<file path="src/rtl/blit_pkg.sv">
// Package for the 16bpp color-keyed blitter: register indexes, option bits,
// field widths and default parameter values. No dependencies.
package blit_pkg;

  localparam int MAX_DIM_DEF   = 4096;
  localparam int ADDR_BITS_DEF = 32;

  localparam int CFG_IDX_W  = 3;
  localparam int CFG_DATA_W = 32;
  localparam int BASE_W     = 32;
  localparam int PITCH_W    = 16;
  localparam int CFG_DIM_W  = 13;
  localparam int OPT_W      = 3;
  localparam int PIXEL_W    = 16;
  localparam int OUT_ADDR_W = 32;

  typedef enum logic [CFG_IDX_W-1:0] {
    REG_SRC_BASE     = 3'd0,
    REG_DST_BASE     = 3'd1,
    REG_SRC_PITCH    = 3'd2,
    REG_DST_PITCH    = 3'd3,
    REG_RECT_WIDTH   = 3'd4,
    REG_RECT_HEIGHT  = 3'd5,
    REG_BLIT_OPTIONS = 3'd6,
    REG_COLOR_KEY    = 3'd7
  } cfg_reg_t;

  localparam int OPT_MIRROR_X = 0;
  localparam int OPT_MIRROR_Y = 1;
  localparam int OPT_KEYED    = 2;

  localparam logic MODE_PIXEL = 1'b0;
  localparam logic MODE_START = 1'b1;

endpackage

</file>
<file path="src/rtl/blit_16bpp_flip_colorkey_top.sv">
// 16bpp 2D blitter with X/Y mirroring and color-key transparency; uses blit_pkg.
// A request's result is in the output register in the cycle after it is accepted.
// Throughput: one request per cycle; the walk counters and address adders update in
// the accepting cycle, and the input stalls only while a waiting result is stalled.
// Reset (synchronous, rst_n low): registers to defaults (width and height 1), walk idle,
// output register empty.
module blit_16bpp_flip_colorkey_top
  import blit_pkg::*;
#(
  parameter int MAX_DIM   = MAX_DIM_DEF,
  parameter int ADDR_BITS = ADDR_BITS_DEF
) (
  input  logic                   clk,
  input  logic                   rst_n,
  input  logic                   cfg_we,
  input  logic [CFG_IDX_W-1:0]   cfg_index,
  input  logic [CFG_DATA_W-1:0]  cfg_data,
  input  logic                   in_valid,
  output logic                   in_stall,
  input  logic                   in_mode,
  input  logic [PIXEL_W-1:0]     in_pixel_in,
  output logic                   out_valid,
  input  logic                   out_stall,
  output logic [OUT_ADDR_W-1:0]  out_read_address,
  output logic                   out_read_valid,
  output logic [OUT_ADDR_W-1:0]  out_write_address,
  output logic [PIXEL_W-1:0]     out_write_data,
  output logic                   out_write_enable,
  output logic                   out_last
);

  localparam int CNT_W = $clog2(MAX_DIM);
  localparam int DIM_W = CNT_W + 1;
  localparam int CMP_W = (DIM_W > CFG_DIM_W) ? DIM_W : CFG_DIM_W;
  localparam int PROD_W = PITCH_W + DIM_W;

  // Configuration registers; width and height are stored already clamped.
  logic [BASE_W-1:0]  src_base_r, dst_base_r;
  logic [PITCH_W-1:0] src_pitch_r, dst_pitch_r;
  logic [DIM_W-1:0]   width_r, height_r;
  logic [OPT_W-1:0]   options_r;
  logic [PIXEL_W-1:0] key_r;

  // Walk state.
  logic [CNT_W-1:0]     col_r, col_nxt;
  logic [CNT_W-1:0]     row_r, row_nxt;
  logic [ADDR_BITS-1:0] src_row_r, src_row_nxt;
  logic [ADDR_BITS-1:0] dst_row_r, dst_row_nxt;
  logic [ADDR_BITS-1:0] src_pix_r, src_pix_nxt;
  logic [ADDR_BITS-1:0] dst_pix_r, dst_pix_nxt;
  logic                 active_r, active_nxt;

  // Output register.
  logic                  out_valid_r;
  logic [OUT_ADDR_W-1:0] rd_addr_r, rd_addr_nxt;
  logic                  rd_valid_r, rd_valid_nxt;
  logic [OUT_ADDR_W-1:0] wr_addr_r, wr_addr_nxt;
  logic [PIXEL_W-1:0]    wr_data_r, wr_data_nxt;
  logic                  wr_en_r, wr_en_nxt;
  logic                  last_r, last_nxt;

  logic                 accept;
  logic [CFG_DIM_W-1:0] cfg_dim;
  logic [DIM_W-1:0]     cfg_dim_clamped;
  logic [DIM_W-1:0]     w_m1, h_m1;
  logic [PROD_W-1:0]    pitch_prod;
  logic [ADDR_BITS-1:0] start_src;
  logic [ADDR_BITS-1:0] src_col_step;
  logic [ADDR_BITS-1:0] src_row_step;
  logic                 row_end, is_last;

  assign in_stall = out_valid_r & out_stall;
  assign accept   = in_valid & ~in_stall;

  // Clamp a dimension write into 1..MAX_DIM.
  assign cfg_dim = cfg_data[CFG_DIM_W-1:0];
  always_comb begin
    if (cfg_dim == '0) begin
      cfg_dim_clamped = DIM_W'(1);
    end else if (CMP_W'(cfg_dim) > CMP_W'(MAX_DIM)) begin
      cfg_dim_clamped = DIM_W'(MAX_DIM);
    end else begin
      cfg_dim_clamped = DIM_W'(cfg_dim);
    end
  end

  always_ff @(posedge clk) begin
    if (!rst_n) begin
      src_base_r  <= '0;
      dst_base_r  <= '0;
      src_pitch_r <= '0;
      dst_pitch_r <= '0;
      width_r     <= DIM_W'(1);
      height_r    <= DIM_W'(1);
      options_r   <= '0;
      key_r       <= '0;
    end else if (cfg_we) begin
      case (cfg_reg_t'(cfg_index))
        REG_SRC_BASE:     src_base_r  <= cfg_data[BASE_W-1:0];
        REG_DST_BASE:     dst_base_r  <= cfg_data[BASE_W-1:0];
        REG_SRC_PITCH:    src_pitch_r <= cfg_data[PITCH_W-1:0];
        REG_DST_PITCH:    dst_pitch_r <= cfg_data[PITCH_W-1:0];
        REG_RECT_WIDTH:   width_r     <= cfg_dim_clamped;
        REG_RECT_HEIGHT:  height_r    <= cfg_dim_clamped;
        REG_BLIT_OPTIONS: options_r   <= cfg_data[OPT_W-1:0];
        REG_COLOR_KEY:    key_r       <= cfg_data[PIXEL_W-1:0];
        default: ;
      endcase
    end
  end

  // First source pixel: mirroring starts at the far column and/or row.
  assign w_m1       = width_r - DIM_W'(1);
  assign h_m1       = height_r - DIM_W'(1);
  assign pitch_prod = PROD_W'(src_pitch_r) * PROD_W'(h_m1);
  always_comb begin
    start_src = ADDR_BITS'(src_base_r);
    if (options_r[OPT_MIRROR_X]) begin
      start_src = start_src + ADDR_BITS'({w_m1, 1'b0});
    end
    if (options_r[OPT_MIRROR_Y]) begin
      start_src = start_src + ADDR_BITS'(pitch_prod);
    end
  end

  assign src_col_step = options_r[OPT_MIRROR_X] ? src_pix_r - ADDR_BITS'(2)
                                                : src_pix_r + ADDR_BITS'(2);
  assign src_row_step = options_r[OPT_MIRROR_Y] ? src_row_r - ADDR_BITS'(src_pitch_r)
                                                : src_row_r + ADDR_BITS'(src_pitch_r);

  assign row_end = (DIM_W'(col_r) + DIM_W'(1)) >= width_r;
  assign is_last = row_end && ((DIM_W'(row_r) + DIM_W'(1)) >= height_r);

  always_comb begin
    col_nxt      = col_r;
    row_nxt      = row_r;
    src_row_nxt  = src_row_r;
    dst_row_nxt  = dst_row_r;
    src_pix_nxt  = src_pix_r;
    dst_pix_nxt  = dst_pix_r;
    active_nxt   = active_r;
    rd_addr_nxt  = '0;
    rd_valid_nxt = 1'b0;
    wr_addr_nxt  = '0;
    wr_data_nxt  = '0;
    wr_en_nxt    = 1'b0;
    last_nxt     = 1'b0;
    if (in_mode == MODE_START) begin
      src_row_nxt  = start_src;
      src_pix_nxt  = start_src;
      dst_row_nxt  = ADDR_BITS'(dst_base_r);
      dst_pix_nxt  = ADDR_BITS'(dst_base_r);
      col_nxt      = '0;
      row_nxt      = '0;
      active_nxt   = 1'b1;
      rd_addr_nxt  = OUT_ADDR_W'(start_src);
      rd_valid_nxt = 1'b1;
    end else if (active_r) begin
      wr_addr_nxt = OUT_ADDR_W'(dst_pix_r);
      wr_data_nxt = in_pixel_in;
      wr_en_nxt   = !(options_r[OPT_KEYED] && (in_pixel_in == key_r));
      last_nxt    = is_last;
      if (is_last) begin
        active_nxt = 1'b0;
        col_nxt    = '0;
        row_nxt    = '0;
      end else begin
        if (row_end) begin
          col_nxt     = '0;
          row_nxt     = row_r + CNT_W'(1);
          src_row_nxt = src_row_step;
          dst_row_nxt = dst_row_r + ADDR_BITS'(dst_pitch_r);
          src_pix_nxt = src_row_step;
          dst_pix_nxt = dst_row_r + ADDR_BITS'(dst_pitch_r);
        end else begin
          col_nxt     = col_r + CNT_W'(1);
          src_pix_nxt = src_col_step;
          dst_pix_nxt = dst_pix_r + ADDR_BITS'(2);
        end
        rd_addr_nxt  = OUT_ADDR_W'(src_pix_nxt);
        rd_valid_nxt = 1'b1;
      end
    end
  end

  always_ff @(posedge clk) begin
    if (!rst_n) begin
      col_r     <= '0;
      row_r     <= '0;
      src_row_r <= '0;
      dst_row_r <= '0;
      src_pix_r <= '0;
      dst_pix_r <= '0;
      active_r  <= 1'b0;
    end else if (accept) begin
      col_r     <= col_nxt;
      row_r     <= row_nxt;
      src_row_r <= src_row_nxt;
      dst_row_r <= dst_row_nxt;
      src_pix_r <= src_pix_nxt;
      dst_pix_r <= dst_pix_nxt;
      active_r  <= active_nxt;
    end
  end

  always_ff @(posedge clk) begin
    if (!rst_n) begin
      out_valid_r <= 1'b0;
    end else if (accept) begin
      out_valid_r <= 1'b1;
    end else if (!out_stall) begin
      out_valid_r <= 1'b0;
    end
  end

  always_ff @(posedge clk) begin
    if (accept) begin
      rd_addr_r  <= rd_addr_nxt;
      rd_valid_r <= rd_valid_nxt;
      wr_addr_r  <= wr_addr_nxt;
      wr_data_r  <= wr_data_nxt;
      wr_en_r    <= wr_en_nxt;
      last_r     <= last_nxt;
    end
  end

  assign out_valid         = out_valid_r;
  assign out_read_address  = rd_addr_r;
  assign out_read_valid    = rd_valid_r;
  assign out_write_address = wr_addr_r;
  assign out_write_data    = wr_data_r;
  assign out_write_enable  = wr_en_r;
  assign out_last          = last_r;

`ifndef SYNTH
  // The final pixel of a rectangle never asks for another fetch.
  a_last_no_read: assert property (@(posedge clk) disable iff (!rst_n)
    out_valid && out_last |-> !out_read_valid)
    else $error("last result still requests a read");

  // A start request always leaves a walk in progress at the first position.
  a_start_active: assert property (@(posedge clk) disable iff (!rst_n)
    accept && (in_mode == MODE_START) |=> active_r && (col_r == '0) && (row_r == '0))
    else $error("start request did not begin a walk");

  // An idle walker keeps its position counters at zero.
  a_idle_zero: assert property (@(posedge clk) disable iff (!rst_n)
    !active_r |-> (col_r == '0) && (row_r == '0))
    else $error("position counters nonzero while idle");

  // A pixel request while idle produces an all-zero result.
  a_idle_pixel: assert property (@(posedge clk) disable iff (!rst_n)
    accept && (in_mode == MODE_PIXEL) && !active_r |=>
      !out_read_valid && !out_write_enable && !out_last)
    else $error("pixel while idle produced a write or read");
`endif

endmodule
</file>
<file path="config.mk">
export PLATFORM = sky130hd
export DESIGN_NAME = blit_16bpp_flip_colorkey_top
export DESIGN_NICKNAME = d
export VERILOG_FILES = /design/src/rtl/blit_pkg.sv /design/src/rtl/blit_16bpp_flip_colorkey_top.sv
export SDC_FILE = /design/constraint.sdc
export NUM_CORES = 2
export LEC_CHECK = 0
export BUFFER_PORTS_ARGS = -buffer_cell sky130_fd_sc_hd__buf_2
export CAP_MARGIN = 30
export CORE_MARGIN = 8
export CORE_UTILIZATION = 50
export CTS_CLUSTER_SIZE = 14
export DETAILED_ROUTE_END_ITERATION = 7
export PLACE_DENSITY = 0.64
export SYNTH_ARGS = -nofsm -noshare
export SYNTH_HDL_FRONTEND = slang
export SYNTH_SLANG_ARGS = --single-unit
</file>
<file path="constraint.sdc">
create_clock -name clk -period 22.3 [get_ports clk]
set_input_delay 0 -clock clk [delete_from_list [all_inputs] [get_ports clk]]
set_output_delay 0 -clock clk [all_outputs]
set_load 0.005 [all_outputs]
</file>
==> summary.txt <==
CLOCK NETWORK
---------------------------------------------------------------------------------
Clock sink count ...................................................          378
Number of cells upsized or downsized after cts .....................            0
Htree depth ........................................................            2
Worst-Skew Late Latency ............................................       610 ps
Clock buffers created by TritonCTS .................................           44
Register clock-pin slew on the reported worst setup and hold paths .        60 ps
Largest buffer count on any clock path .............................            3
Hold-fix buffers, CTS ..............................................           58
Clock root buffer .................................................. sky130_fd_sc_hd__clkbuf_16
TritonCTS clock tree ...............................................          yes
Setup Fix Bufs, Post-CTS ...........................................            0

CRITICAL PATH
---------------------------------------------------------------------------------
Crit path kind .....................................................      reg2reg
Max incr delay on CP ...............................................       870 ps
Depth of the worst register-to-register path .......................           27
Arrival @ worst endpoint ...........................................      8900 ps
Slowest cell on the critical path .................................. sky130_fd_sc_hd__dfxtp_1
Most repeated library cell on the critical path .................... sky130_fd_sc_hd__fa_1
Total stage count of the critical path .............................           27
Type of element launching the critical path ........................         flop
Number of buffers and inverters on the critical path ...............            5
Kind of cell with the highest combined delay on the critical path ..  adder cells
Sort of element at the end of the critical path ....................         flop
Peak fanout along the critical path ................................           20
Required time reported for the critical path endpoint ..............     22650 ps

DRT
---------------------------------------------------------------------------------
Remaining design rule violation count ..............................            0
Router iterations before antenna repair ............................            6
Total Wirelength ...................................................      96.9 mm
Drt first-iter violations ..........................................         2070
Count of nets left with antenna violations after detail routing ....            0
Routed vias ........................................................        27400
Post-detailed-route wirelength per cell ............................      20.7 µm
Vias/cell ..........................................................         5.86

WORST HOLD PATH
---------------------------------------------------------------------------------
Number of cells traversed by the worst hold path ...................            4
Worst hold path type ...............................................       in2reg

GLOBAL ROUTE
---------------------------------------------------------------------------------
Wire length of the first global-routing pass .......................       151 mm
Number of antenna violations at the first check in global routing ..            6
Largest net degree at the start of global routing ..................           92
Number of global-route vias before repair ..........................        26700
Overflow after GRT .................................................            0
Total track usage ..................................................        27.1%

LAYOUT
---------------------------------------------------------------------------------
Area added between synthesis and finish ............................        11.3%
Final Non-Filler Cells .............................................         4676
Final Net Count ....................................................         4307
Fraction of layout instances using a drive strength above 1 ........        7.92%

DIE
---------------------------------------------------------------------------------
Row cnt ............................................................           90
Full die area ......................................................   0.0694 mm²
Core area ..........................................................   0.0605 mm²
Die span in x ......................................................       263 µm
Effective utilization at floorplan .................................        50.6%
Die Y-Extent .......................................................       263 µm
I/O pin count ......................................................          142

PLACE
---------------------------------------------------------------------------------
Number of buffers added on ports ...................................          141
GPL Wtd Cong .......................................................        0.926
Half-perimeter wire length of the detailed placement result ........      71.8 mm
# placed instances .................................................         4533

STA
---------------------------------------------------------------------------------
Worst clock skew ...................................................      53.2 ps
Pin slew with the least headroom to its limit ......................       994 ps
Period utilization .................................................        38.3%
Maximum clock rate .................................................    0.117 GHz
Fin. max-slew vios .................................................            0
Minimum period implied by the final worst setup slack ..............      8550 ps
WHS ................................................................       220 ps
Unrepaired setup endpoints after global routing ....................           no
Number of failing setup endpoints in the final timing report .......            0
Total negative setup slack .........................................         0 ps
Total count of hold-check failures in the final report .............            0
Slew HR ............................................................        33.6%

RUN STATUS
---------------------------------------------------------------------------------
Status ............................................................. complete, no violations

LOGIC SYNTHESIS
---------------------------------------------------------------------------------
Number of flops mapped to enable cells by yosys ....................           83
Number of nets produced by synthesis ...............................         4213
Avg Synthesized Cell Area ..........................................     8.14 µm²
Predominant post-synthesis flop cell ............................... sky130_fd_sc_hd__dfxtp_1
Fraction of the yosys area taken by sequential cells ...............        27.4%
Register bit total from synthesis ..................................          378
Distinct cell type count after synthesis ...........................           73
Post-Syn Instances .................................................         3761
Async set or reset register ratio after synthesis ..................           0%
Synth Cell Area ....................................................   0.0306 mm²
Syn. warnings ......................................................            0

RUN
---------------------------------------------------------------------------------
Number of maximum-capacitance violations ...........................            0

POWER AND IR DROP
---------------------------------------------------------------------------------
Power per cell area ................................................  56.2 mW/mm²
Leak pwr ...........................................................      14.8 nW
Maximum vdd ir drop ................................................    0.0637 mV

state kept, by name, indices dropped and copies added (netlist names), 12 cells and up:
| name | count |
|---|---|
| height_r | 13 |
| out_write_address | 32 |
| src_pix_r | 32 |
| src_base_r | 32 |
| src_pitch_r | 16 |
| out_write_data | 16 |
| out_read_address | 32 |
| dst_pitch_r | 16 |
| src_row_r | 32 |
| dst_base_r | 32 |
| key_r | 16 |
| col_r | 12 |
| width_r | 13 |
| dst_row_r | 32 |
| dst_pix_r | 32 |
| row_r | 12 |
Yosys cell counts, types with 43 or more instances:
| master | number | area, µm² |
|---|---|---|
| sky130_fd_sc_hd__nand2_1 | 605 | 2270 |
| sky130_fd_sc_hd__a21oi_1 | 350 | 1750 |
| sky130_fd_sc_hd__dfxtp_1 | 295 | 5910 |
| sky130_fd_sc_hd__inv_1 | 272 | 1020 |
| sky130_fd_sc_hd__nor2_1 | 250 | 938 |
| sky130_fd_sc_hd__ha_1 | 210 | 2630 |
| sky130_fd_sc_hd__fa_1 | 185 | 3700 |
| sky130_fd_sc_hd__clkbuf_1 | 182 | 683 |
| sky130_fd_sc_hd__o21ai_0 | 181 | 906 |
| sky130_fd_sc_hd__xnor2_1 | 140 | 1230 |
| sky130_fd_sc_hd__and2_1 | 110 | 688 |
| sky130_fd_sc_hd__nand3_1 | 94 | 470 |
| sky130_fd_sc_hd__edfxtp_1 | 83 | 2490 |
| sky130_fd_sc_hd__xor2_1 | 76 | 666 |
| sky130_fd_sc_hd__a21o_1 | 71 | 533 |
| sky130_fd_sc_hd__nor3_1 | 52 | 260 |
| sky130_fd_sc_hd__and3_1 | 44 | 275 |
| sky130_fd_sc_hd__nor2b_1 | 43 | 269 |
cell type report:
cell class / instances / area [µm²]
Multi-Input combinational cell: 2912 / 20500
Timing Repair Buffer: 246 / 1660
Antenna cell: 4 / 10.0
Clock inverter: 22 / 235
Clock buffer: 59 / 1250
Tap cell: 782 / 978
Fill cell: 5665 / 26400
Sequential cell: 378 / 8400
Inverter: 273 / 1030
cells in the final DEF (no fill, tap or decap), types with 32 or more instances in the layout:
cell,n
sky130_fd_sc_hd__nor2b_1,42
sky130_fd_sc_hd__a21oi_1,350
sky130_fd_sc_hd__nand2_1,605
sky130_fd_sc_hd__o211ai_1,36
sky130_fd_sc_hd__nor2_1,247
sky130_fd_sc_hd__nand3_1,94
sky130_fd_sc_hd__edfxtp_1,83
sky130_fd_sc_hd__clkbuf_16,44
sky130_fd_sc_hd__a31oi_1,32
sky130_fd_sc_hd__buf_4,48
sky130_fd_sc_hd__dfxtp_1,293
sky130_fd_sc_hd__xor2_1,76
sky130_fd_sc_hd__dlygate4sd3_1,58
sky130_fd_sc_hd__ha_1,210
sky130_fd_sc_hd__inv_1,270
sky130_fd_sc_hd__buf_2,139
sky130_fd_sc_hd__nand2b_1,32
sky130_fd_sc_hd__and3_1,44
sky130_fd_sc_hd__o21ai_0,180
sky130_fd_sc_hd__fa_1,185
sky130_fd_sc_hd__a211oi_1,33
sky130_fd_sc_hd__xnor2_1,140
sky130_fd_sc_hd__a21o_1,71
sky130_fd_sc_hd__and2_1,110
sky130_fd_sc_hd__nor3_1,50
layer usage:
metal / track usage [%] / vias to the layer above / wire [µm]
met3: 3.81 / 169 / 6470
li1: - / 13100 / -
met2: 45.8 / 897 / 46100
met1: 35.5 / 13200 / 41400
met5: 0 / - / 19
met4: 8.64 / 4 / 3030
final timing paths:
path	startpoint	end	slack [ps]
hold / removal	cfg_data[16]	src_base_r[16]	220
setup reg to reg	height_r[0]	out_read_address[26]	13750
hold reg to reg	dst_base_r[12]	dst_base_r[12]	460
setup / recovery	height_r[0]	out_read_address[26]	13750
stage by stage:
stage | instance area (µm²) | util, % | power [W] | worst slack, ps
after floorplan | 30600 | - | 0.00104 | 14660
after global placement | 31900 | 52.8 | 0.00116 | 14000
after detailed placement | 32000 | 52.9 | 0.00116 | 13830
after CTS | 34000 | 56.3 | 0.00192 | 13800
after global routing | 34000 | 56.3 | 0.00199 | 13350
final | 34100 | 56.3 | 0.00191 | 13750
cells by family (layout without fill, tap and decap cells):
kind of cell	count (synthesis)	count (layout)	synth area share [%]
flops	378	378	27.4
buf+inv	471	600	5.80
compound gates	949	949	19.3
fa+ha+maj	395	395	20.7
mux	30	30	1.02
simple gates	1322	1322	19.6
xor+xnor	216	216	6.18
other cells	0	4	0
worst register-to-register path, stage by stage (launching register included):
cell,delay [ps]
sky130_fd_sc_hd__dfxtp_1,870
sky130_fd_sc_hd__inv_1,150
sky130_fd_sc_hd__ha_1,290
sky130_fd_sc_hd__nand2_1,150
sky130_fd_sc_hd__or3_1,180
sky130_fd_sc_hd__xnor2_1,120
sky130_fd_sc_hd__buf_4,220
sky130_fd_sc_hd__nand2_1,110
sky130_fd_sc_hd__fa_1,550
sky130_fd_sc_hd__fa_1,550
sky130_fd_sc_hd__inv_1,50
sky130_fd_sc_hd__fa_1,500
sky130_fd_sc_hd__fa_1,510
sky130_fd_sc_hd__fa_1,540
sky130_fd_sc_hd__inv_1,50
sky130_fd_sc_hd__fa_1,530
sky130_fd_sc_hd__inv_1,40
sky130_fd_sc_hd__ha_1,370
sky130_fd_sc_hd__nand3_1,200
sky130_fd_sc_hd__nor3b_1,250
sky130_fd_sc_hd__nor3_1,110
sky130_fd_sc_hd__a2111oi_0,860
sky130_fd_sc_hd__o211ai_1,160
sky130_fd_sc_hd__nand3_1,230
sky130_fd_sc_hd__xor2_1,100
sky130_fd_sc_hd__mux2i_1,190
sky130_fd_sc_hd__nor2_1,100
sky130_fd_sc_hd__a311o_1,310
where the power goes:
group / switching, W / leakage, nW / total (W) / internal, W
sequential: 0.0000241 / 3.24 / 0.000753 / 0.000729
clock: 0.000322 / 0.734 / 0.000753 / 0.000431
combinational: 0.000254 / 10.9 / 0.000407 / 0.000152
(Power assumes the default switching activity.)
